**src/prwt_pkg.sv**
```systemverilog
// Package for the PCI range window translation block.
// Holds the item structs, window entry type, state codes and constants.
// Used by pci_range_window_translate; depends on nothing else.
package prwt_pkg;

    localparam int MAX_WINDOWS_DEF = 8;

    localparam logic [31:0] CONF_HDR_BYTES = 32'd256;
    localparam int          IO_BUS_BIT     = 28;

    localparam logic [1:0] SPACE_CONFIG = 2'd0;
    localparam logic [1:0] SPACE_IO     = 2'd1;

    localparam logic [1:0] ST_OK        = 2'd0;
    localparam logic [1:0] ST_CFG_RANGE = 2'd1;
    localparam logic [1:0] ST_NO_WINDOW = 2'd2;

    localparam logic REQ_LOAD      = 1'b0;
    localparam logic REQ_TRANSLATE = 1'b1;

    typedef struct packed {
        logic        req_type;
        logic [2:0]  entry_index;
        logic [31:0] space_word;
        logic [31:0] addr_low;
        logic [31:0] size_word;
        logic [31:0] parent_hi_in;
        logic [31:0] parent_lo_in;
    } req_t;

    typedef struct packed {
        logic [1:0]  status;
        logic [31:0] bus_type;
        logic [31:0] out_addr;
        logic [31:0] out_size;
    } rsp_t;

    typedef struct packed {
        logic [31:0] child_hi;
        logic [31:0] child_lo;
        logic [31:0] size;
        logic [31:0] parent_hi;
        logic [31:0] parent_lo;
    } win_t;

    typedef enum logic [2:0] {
        S_IDLE,
        S_SETUP,
        S_END,
        S_SCAN,
        S_DONE
    } state_t;

endpackage

```
**src/pci_range_window_translate.sv**
```systemverilog
// PCI outbound address window table with a sequential translation search.
// Depends on prwt_pkg for the item structs, state codes and constants.
//
// Usage: the request channel (req_valid, req_ready, req_data) carries two kinds
// of item. A load item writes one window entry into the table memory in the
// cycle it is accepted and gives no result. A translate item gives exactly one
// result on the response channel (rsp_valid, rsp_ready, rsp_data).
// The config channel (cfg_valid, cfg_ready, cfg_data) sets num_ranges; it is
// always ready and should be written only while the block is idle.
// A load item leaves the block idle and ready for another item. A translate
// item goes through the setup and end states, then scans until the first hit
// or until all C = min(num_ranges, MAX_WINDOWS) entries are searched (a config
// offset error skips the scan), and waits in the done state until its result is
// written to the output register. The scan issues one table read per cycle and
// compares each entry once it has passed the read data and stage-2 registers.
// A new item is accepted once the result is in the output register, even while
// it still waits there; a stalled receiver only holds the block when a second
// result is ready to be written.
// Reset clears num_ranges and all control state; the table is undefined
// until loaded and must be loaded before it is searched.
module pci_range_window_translate #(
    parameter int MAX_WINDOWS = prwt_pkg::MAX_WINDOWS_DEF
) (
    input  logic           clk,
    input  logic           rst_n,
    input  logic           req_valid,
    output logic           req_ready,
    input  prwt_pkg::req_t req_data,
    output logic           rsp_valid,
    input  logic           rsp_ready,
    output prwt_pkg::rsp_t rsp_data,
    input  logic           cfg_valid,
    output logic           cfg_ready,
    input  logic [3:0]     cfg_data
);

    localparam int ADDR_W = (MAX_WINDOWS > 1) ? $clog2(MAX_WINDOWS) : 1;
    localparam int CNT_W  = $clog2(MAX_WINDOWS + 1);

    prwt_pkg::state_t state_reg;
    prwt_pkg::state_t state_next;

    prwt_pkg::win_t mem [MAX_WINDOWS];
    prwt_pkg::win_t rd_data_reg;

    logic [3:0]       num_ranges_reg;
    logic [31:0]      req_hi_reg;
    logic [31:0]      req_lo_reg;
    logic [31:0]      req_sz_reg;
    logic [1:0]       space_reg;
    logic             cfg_err_reg;
    logic [31:0]      reg_begin_reg;
    logic [31:0]      reg_end_reg;
    logic [CNT_W-1:0] count_reg;
    logic [CNT_W-1:0] issue_reg;
    logic             s1_valid_reg;
    logic             s2_valid_reg;
    logic             s2_match_reg;
    logic [31:0]      s2_begin_reg;
    logic [31:0]      s2_end_reg;
    logic [31:0]      s2_parent_hi_reg;
    logic [31:0]      s2_parent_lo_reg;
    logic             found_reg;
    logic [31:0]      hit_bus_reg;
    logic [31:0]      hit_addr_reg;
    logic             rsp_valid_reg;
    prwt_pkg::rsp_t   rsp_data_reg;

    logic             in_accept;
    logic             load_we;
    logic             setup_en;
    logic             end_en;
    logic             scan_en;
    logic             rsp_load;
    logic             out_free;
    logic             hit3;
    logic             scan_done;
    logic             is_config;
    logic [1:0]       setup_space;
    logic             setup_cfg;
    logic [31:0]      setup_sz;
    logic [31:0]      setup_begin;
    logic             setup_err;
    logic [CNT_W-1:0] setup_count;
    logic [31:0]      s2_addend;
    logic [31:0]      s2_begin_next;
    logic [31:0]      s2_end_next;
    logic [ADDR_W-1:0] rd_addr;
    logic [ADDR_W-1:0] wr_addr;
    prwt_pkg::rsp_t   rsp_next;

    assign cfg_ready = 1'b1;
    assign rsp_valid = rsp_valid_reg;
    assign rsp_data  = rsp_data_reg;
    assign out_free  = !rsp_valid_reg || rsp_ready;
    assign in_accept = req_valid && req_ready;
    assign load_we   = in_accept && (req_data.req_type == prwt_pkg::REQ_LOAD)
                       && (int'(req_data.entry_index) < MAX_WINDOWS);
    assign wr_addr   = ADDR_W'(req_data.entry_index);
    assign rd_addr   = issue_reg[ADDR_W-1:0];
    assign is_config = (space_reg == prwt_pkg::SPACE_CONFIG);

    assign hit3 = s2_valid_reg && s2_match_reg
                  && (reg_begin_reg >= s2_begin_reg) && (reg_end_reg <= s2_end_reg);
    assign scan_done = (issue_reg >= count_reg) && !s1_valid_reg && !s2_valid_reg;

    always_comb
    begin
        state_next = state_reg;
        unique case (state_reg)
            prwt_pkg::S_IDLE:
            begin
                if (in_accept && (req_data.req_type == prwt_pkg::REQ_TRANSLATE))
                begin
                    state_next = prwt_pkg::S_SETUP;
                end
            end
            prwt_pkg::S_SETUP:
            begin
                state_next = setup_err ? prwt_pkg::S_DONE : prwt_pkg::S_END;
            end
            prwt_pkg::S_END:
            begin
                state_next = prwt_pkg::S_SCAN;
            end
            prwt_pkg::S_SCAN:
            begin
                if (hit3 || scan_done)
                begin
                    state_next = prwt_pkg::S_DONE;
                end
            end
            prwt_pkg::S_DONE:
            begin
                if (out_free)
                begin
                    state_next = prwt_pkg::S_IDLE;
                end
            end
            default:
            begin
                state_next = prwt_pkg::S_IDLE;
            end
        endcase
    end

    always_comb
    begin
        req_ready = 1'b0;
        setup_en  = 1'b0;
        end_en    = 1'b0;
        scan_en   = 1'b0;
        rsp_load  = 1'b0;
        unique case (state_reg)
            prwt_pkg::S_IDLE:  req_ready = 1'b1;
            prwt_pkg::S_SETUP: setup_en  = 1'b1;
            prwt_pkg::S_END:   end_en    = 1'b1;
            prwt_pkg::S_SCAN:  scan_en   = 1'b1;
            prwt_pkg::S_DONE:  rsp_load  = out_free;
            default:           req_ready = 1'b0;
        endcase
    end

    always_comb
    begin
        setup_space = req_hi_reg[25:24];
        setup_cfg   = (setup_space == prwt_pkg::SPACE_CONFIG);
        setup_err   = setup_cfg && (req_lo_reg > prwt_pkg::CONF_HDR_BYTES);
        setup_begin = setup_cfg ? (req_lo_reg + req_hi_reg) : req_lo_reg;
        if (setup_cfg && ((req_sz_reg == 32'd0) || (req_sz_reg > prwt_pkg::CONF_HDR_BYTES)))
        begin
            setup_sz = prwt_pkg::CONF_HDR_BYTES;
        end
        else
        begin
            setup_sz = req_sz_reg;
        end
        if (int'(num_ranges_reg) > MAX_WINDOWS)
        begin
            setup_count = CNT_W'(MAX_WINDOWS);
        end
        else
        begin
            setup_count = CNT_W'(num_ranges_reg);
        end
    end

    always_comb
    begin
        s2_addend     = is_config ? rd_data_reg.child_hi : 32'd0;
        s2_begin_next = rd_data_reg.child_lo + s2_addend;
        s2_end_next   = rd_data_reg.child_lo + s2_addend + rd_data_reg.size - 32'd1;
    end

    always_comb
    begin
        rsp_next = '0;
        if (cfg_err_reg)
        begin
            rsp_next.status = prwt_pkg::ST_CFG_RANGE;
        end
        else if (!found_reg)
        begin
            rsp_next.status = prwt_pkg::ST_NO_WINDOW;
        end
        else
        begin
            rsp_next.status   = prwt_pkg::ST_OK;
            rsp_next.bus_type = hit_bus_reg;
            rsp_next.out_addr = hit_addr_reg;
            rsp_next.out_size = req_sz_reg;
        end
    end

    always_ff @(posedge clk)
    begin
        if (load_we)
        begin
            mem[wr_addr] <= '{child_hi:  req_data.space_word,
                              child_lo:  req_data.addr_low,
                              size:      req_data.size_word,
                              parent_hi: req_data.parent_hi_in,
                              parent_lo: req_data.parent_lo_in};
        end
        rd_data_reg <= mem[rd_addr];
    end

    always_ff @(posedge clk)
    begin
        if (in_accept)
        begin
            req_hi_reg <= req_data.space_word;
            req_lo_reg <= req_data.addr_low;
            req_sz_reg <= req_data.size_word;
        end
        if (setup_en)
        begin
            space_reg     <= setup_space;
            reg_begin_reg <= setup_begin;
            req_sz_reg    <= setup_sz;
            count_reg     <= setup_count;
        end
        if (end_en)
        begin
            reg_end_reg <= reg_begin_reg + req_sz_reg - 32'd1;
        end
        s2_match_reg     <= (rd_data_reg.child_hi[25:24] == space_reg);
        s2_begin_reg     <= s2_begin_next;
        s2_end_reg       <= s2_end_next;
        s2_parent_hi_reg <= rd_data_reg.parent_hi;
        s2_parent_lo_reg <= rd_data_reg.parent_lo;
        if (scan_en && hit3)
        begin
            hit_bus_reg  <= s2_parent_hi_reg
                            | ((space_reg == prwt_pkg::SPACE_IO)
                               ? (32'd1 << prwt_pkg::IO_BUS_BIT) : 32'd0);
            hit_addr_reg <= reg_begin_reg - s2_begin_reg + s2_parent_lo_reg;
        end
        if (rsp_load)
        begin
            rsp_data_reg <= rsp_next;
        end
    end

    always_ff @(posedge clk or negedge rst_n)
    begin
        if (!rst_n)
        begin
            state_reg      <= prwt_pkg::S_IDLE;
            num_ranges_reg <= 4'd0;
            cfg_err_reg    <= 1'b0;
            issue_reg      <= '0;
            s1_valid_reg   <= 1'b0;
            s2_valid_reg   <= 1'b0;
            found_reg      <= 1'b0;
            rsp_valid_reg  <= 1'b0;
        end
        else
        begin
            state_reg <= state_next;
            if (cfg_valid && cfg_ready)
            begin
                num_ranges_reg <= cfg_data;
            end
            if (setup_en)
            begin
                cfg_err_reg <= setup_err;
                found_reg   <= 1'b0;
                issue_reg   <= '0;
            end
            if (scan_en)
            begin
                s1_valid_reg <= (issue_reg < count_reg);
                s2_valid_reg <= s1_valid_reg;
                if (issue_reg < count_reg)
                begin
                    issue_reg <= issue_reg + CNT_W'(1);
                end
                if (hit3)
                begin
                    found_reg <= 1'b1;
                end
            end
            else
            begin
                s1_valid_reg <= 1'b0;
                s2_valid_reg <= 1'b0;
            end
            if (rsp_load)
            begin
                rsp_valid_reg <= 1'b1;
            end
            else if (rsp_ready)
            begin
                rsp_valid_reg <= 1'b0;
            end
        end
    end

`ifndef SYNTHESIS
    a_ready_no_scan: assert property (@(posedge clk) disable iff (!rst_n)
        req_ready |-> (!s1_valid_reg && !s2_valid_reg))
        else $error("Request taken while the table scan is still active.");

    a_issue_bound: assert property (@(posedge clk) disable iff (!rst_n)
        (state_reg == prwt_pkg::S_SCAN) |-> (issue_reg <= count_reg))
        else $error("Scan read index ran past the entry count.");

    a_count_bound: assert property (@(posedge clk) disable iff (!rst_n)
        (state_reg == prwt_pkg::S_SCAN) |-> (int'(count_reg) <= MAX_WINDOWS))
        else $error("Entry count exceeds the table depth.");

    a_error_zero: assert property (@(posedge clk) disable iff (!rst_n)
        (rsp_valid && (rsp_data.status != prwt_pkg::ST_OK))
        |-> ((rsp_data.bus_type == 32'd0) && (rsp_data.out_addr == 32'd0)
             && (rsp_data.out_size == 32'd0)))
        else $error("Error item carries nonzero result fields.");

    a_rsp_after_done: assert property (@(posedge clk) disable iff (!rst_n)
        $rose(rsp_valid) |-> $past(state_reg == prwt_pkg::S_DONE))
        else $error("Result item raised outside the completion state.");
`endif

endmodule

```
**config.mk**
```make
export PLATFORM = sky130hd
export DESIGN_NAME = pci_range_window_translate
export DESIGN_NICKNAME = d
export VERILOG_FILES = /design/src/prwt_pkg.sv /design/src/pci_range_window_translate.sv
export SDC_FILE = /design/constraint.sdc
export NUM_CORES = 2
export LEC_CHECK = 0
export CAP_MARGIN = 30
export CELL_PAD_IN_SITES_DETAIL_PLACEMENT = 1
export CELL_PAD_IN_SITES_GLOBAL_PLACEMENT = 1
export CORE_UTILIZATION = 25
export CTS_CLUSTER_SIZE = 14
export DETAILED_ROUTE_END_ITERATION = 7
export DONT_BUFFER_PORTS = 1
export HOLD_SLACK_MARGIN = 0.12
export MAX_ROUTING_LAYER = met4
export PLACE_DENSITY = 0.5
export SYNTH_ARGS = -nofsm -noshare
export SYNTH_HDL_FRONTEND = slang
export SYNTH_SLANG_ARGS = --single-unit
export TNS_END_PERCENT = 50
```
**constraint.sdc**
```tcl
create_clock -name clk -period 12.4 [get_ports clk]
set_clock_uncertainty 0.1 [all_clocks]
set_input_delay 2.48 -clock clk [delete_from_list [all_inputs] [get_ports clk]]
set_output_delay 2.48 -clock clk [all_outputs]
set_load 0.05 [all_outputs]
```
==> metrics.cfg <==
[grt]
grt.busiest_layer = met2
grt_pass1_wl_mm = 322
grt_usage_pct = 14.9
use_met1_pct = 18.5
met2_usage_pct = 25.1
antenna_found_initial = 18
grt_pass1_vias = 41838
grt_overflow = 0
grt_max_degree = 111
use_met3_pct = 2.89

[sta]
max_freq_ghz = 0.161
drv_slew = 0
worst-slew-pin-transition_ns = 1.08
slew_headroom_pct = 28.3
rsz0062_at_grt = false
fin_setup_tns_ns = 0
hold_viol_final = 0
final.period_utilization_pct = 50.1
min_period_ns = 6.21
setup_violations = 0

[worst_setup_path]
worstReg2RegEnd = s2_end_reg[31]
path_common_cell = a21o_1
cp_max_fo = 32
cp_slowest_cell = or3b_2
cp_slowest_stage_delay_ns = 0.47
required_ns = 13.05
crit_path_start_kind = flip-flop
path_class = reg2reg
rr_worst_depth = 28
end_kind = flip-flop
crit-reg2reg-launch = space_reg[0]
crit_arrival_ns = 6.86
rrSetupSlack_ns = 6.19

[clock_tree]
cts.sinks = 1913
clk_path_buf_depth = 4
clockRootBuffer = clkbuf_16
insertion_delay_ns = 0.88
postCtsResizedCells = 0
h-tree-depth = 4
cts_buffers = 214
cts_tree = done
cts_hold_buf = 0
cts_setup_buffers = 0
clk_pin_slew_ns = 0.06

[outcome]
outcome = finished, final reports clean

[die]
num_io_pins = 274
fp.dieH_um = 559
die_w_um = 559
initial_core_util_pct = 25.2
row_count = 203
die-area_mm2 = 0.312
fp.coreArea_mm2 = 0.307

[cells_and_area]
fillerInstances = 31692
synthToLayoutAreaGrowth_pct = 16.3
fin_nets = 5127
final_cell_mix = edfxtp_1, inv_1, mux4_2
final_util_pct = 29.3
finalNonFillerCells = 8922
drive_above_1_share_pct = 19.5
largest_reg_flops = 1280
final_common_cell = edfxtp_1

[drt]
firstDrtPassIters = 5
drt-wirelength-per-cell_um = 25.6
dr.first_iter.drc_count = 2142
drc = 0
ant_nets = 0
viasPerCell = 4.35
vias = 38836
routed_wl_mm = 229

[power]
p_leak_nw = 31.3
p_seq_share_pct = 36.5
powerDensity_mw_per_mm2 = 275
p_clk_share_pct = 26.5
internal_power_mw = 15.9
p_sw_share_pct = 35.8
combinationalPowerShare_pct = 37.0
irDropWorstVdd_mv = 0.136
power.switching_mw = 8.86

[min_path]
min_from = rd_data_reg[9]
min_to = s2_parent_lo_reg[9]
hp-class = reg2reg
hold_path_depth = 0

[yosys]
synth-seq-area-share_pct = 70.3
synthFlopType = edfxtp_1
netlist_area_mm2 = 0.0774
synth-edff-count = 1608
async_flop_share_pct = 0.836
syn_nets = 4973
netlist_instances = 4480
yosysWarnings = 0
syn_area_per_cell_um2 = 17.3
synth_cell_type_count = 82
ys_seq_elements = 1913

[placed_design]
gp_congestion = 0.814
port_buffers = 0
dp_cells = 8516
dp_hpwl_mm = 152

[flow_run]
drv_cap = 0

==> worst max-delay path by stage <==
stage | from | end | slack (ns)
final | space_reg[0] | s2_end_reg[31] | 6.19
after global routing | space_reg[0] | s2_end_reg[31] | 5.72
after CTS | space_reg[0] | s2_end_reg[31] | 6.17
after detailed placement | space_reg[0] | s2_end_reg[31] | 6.22
after global placement | space_reg[0] | s2_end_reg[31] | 6.21
after floorplan | req_valid | mem[1][0] | -2.16
==> area by class of cell <==
cell class              instances  area [µm²]  share of cell area, %
diodes                          5        12.5                 0.0139
clock buffers                 274        5800                   6.44
clock inverters               125        1440                   1.60
inverters                     449        1690                   1.87
multi-input cells            1995       20900                   23.2
flip-flops and latches       1913       54500                   60.5
well taps                    4100        5130                   5.70
repair buffers                 61         569                  0.632
==> layer usage <==
layer / wire length, µm / vias to the layer above / part of all wire [%]
met5: 0 / - / 0
met4: 4970 / 0 / 2.2
met3: 11100 / 277 / 4.9
met2: 114000 / 632 / 50
met1: 99000 / 20599 / 43
li1: - / 17328 / -
==> through the flow <==
| step | cell area [µm²] | power (mW) | hold WS, ns | setup WS (ns) |
|---|---|---|---|---|
| global route | 90100 | 26.3 | 0.204 | 5.72 |
| detailed placement | 82800 | 18.5 | 0.213 | 6.22 |
| CTS | 90000 | 25.2 | 0.202 | 6.17 |
| global placement | 82800 | 18.5 | 0.210 | 6.21 |
| floorplan | 77500 | 15.3 | 0.210 | -2.16 |
| finish | 90100 | 24.8 | 0.204 | 6.19 |
==> cell usage after synthesis (all sizes together), types with 14 or more instances <==
library cell / number / area (µm²)
and2: 167 / 1040
buf: 31 / 120
dfxtp: 289 / 5790
xor2: 39 / 342
a21oi: 124 / 628
ha: 285 / 3570
nor2: 88 / 330
xnor2: 100 / 876
o21bai: 20 / 150
dfrtp: 16 / 400
nand2: 100 / 375
o21a: 23 / 173
inv: 449 / 1690
nor4: 19 / 119
o21ai: 93 / 477
fa: 35 / 701
nand3: 32 / 160
nand2b: 37 / 231
and3: 16 / 100
mux2: 164 / 1850
mux4: 320 / 7210
nand4: 24 / 150
clkbuf: 92 / 345
a21o: 101 / 758
nor3: 31 / 160
edfxtp: 1608 / 48300
a211oi: 14 / 115
nor2b: 30 / 188
==> logic make-up (layout without fill, tap and decap cells) <==
logic type	count (synthesis)	in the layout	share of synthesized area, %
flops	1913	1913	70.3
simple gates	579	579	4.03
buf+inv	572	909	2.78
mux	488	488	11.7
compound gates	468	468	4.03
fa+ha+maj	320	320	5.51
xor+xnor	139	139	1.57
other cells	1	6	0.00484
==> power groups by stage <==
stage	Sequential (mW)	Clock (mW)	Combinational, mW
after CTS	9.10	6.76	9.35
after global routing	9.12	6.98	10.2
final	9.05	6.56	9.15
after global placement	9.23	0	9.22
after floorplan	8.69	0	6.63
after detailed placement	9.23	0	9.27
==> worst max-delay path, delay by kind of cell (launching register included) <==
kind / cells / cell delay (ns)
AOI/OAI and AO/OA: 16 / 3.09
adders and majority gates: 4 / 1.04
and+or+nand+nor: 4 / 0.88
DFF: 1 / 0.40
xor gates and xnor gates: 2 / 0.29
buffers and inverters: 2 / 0.26
Note: power is estimated with default switching activity, not from simulation.
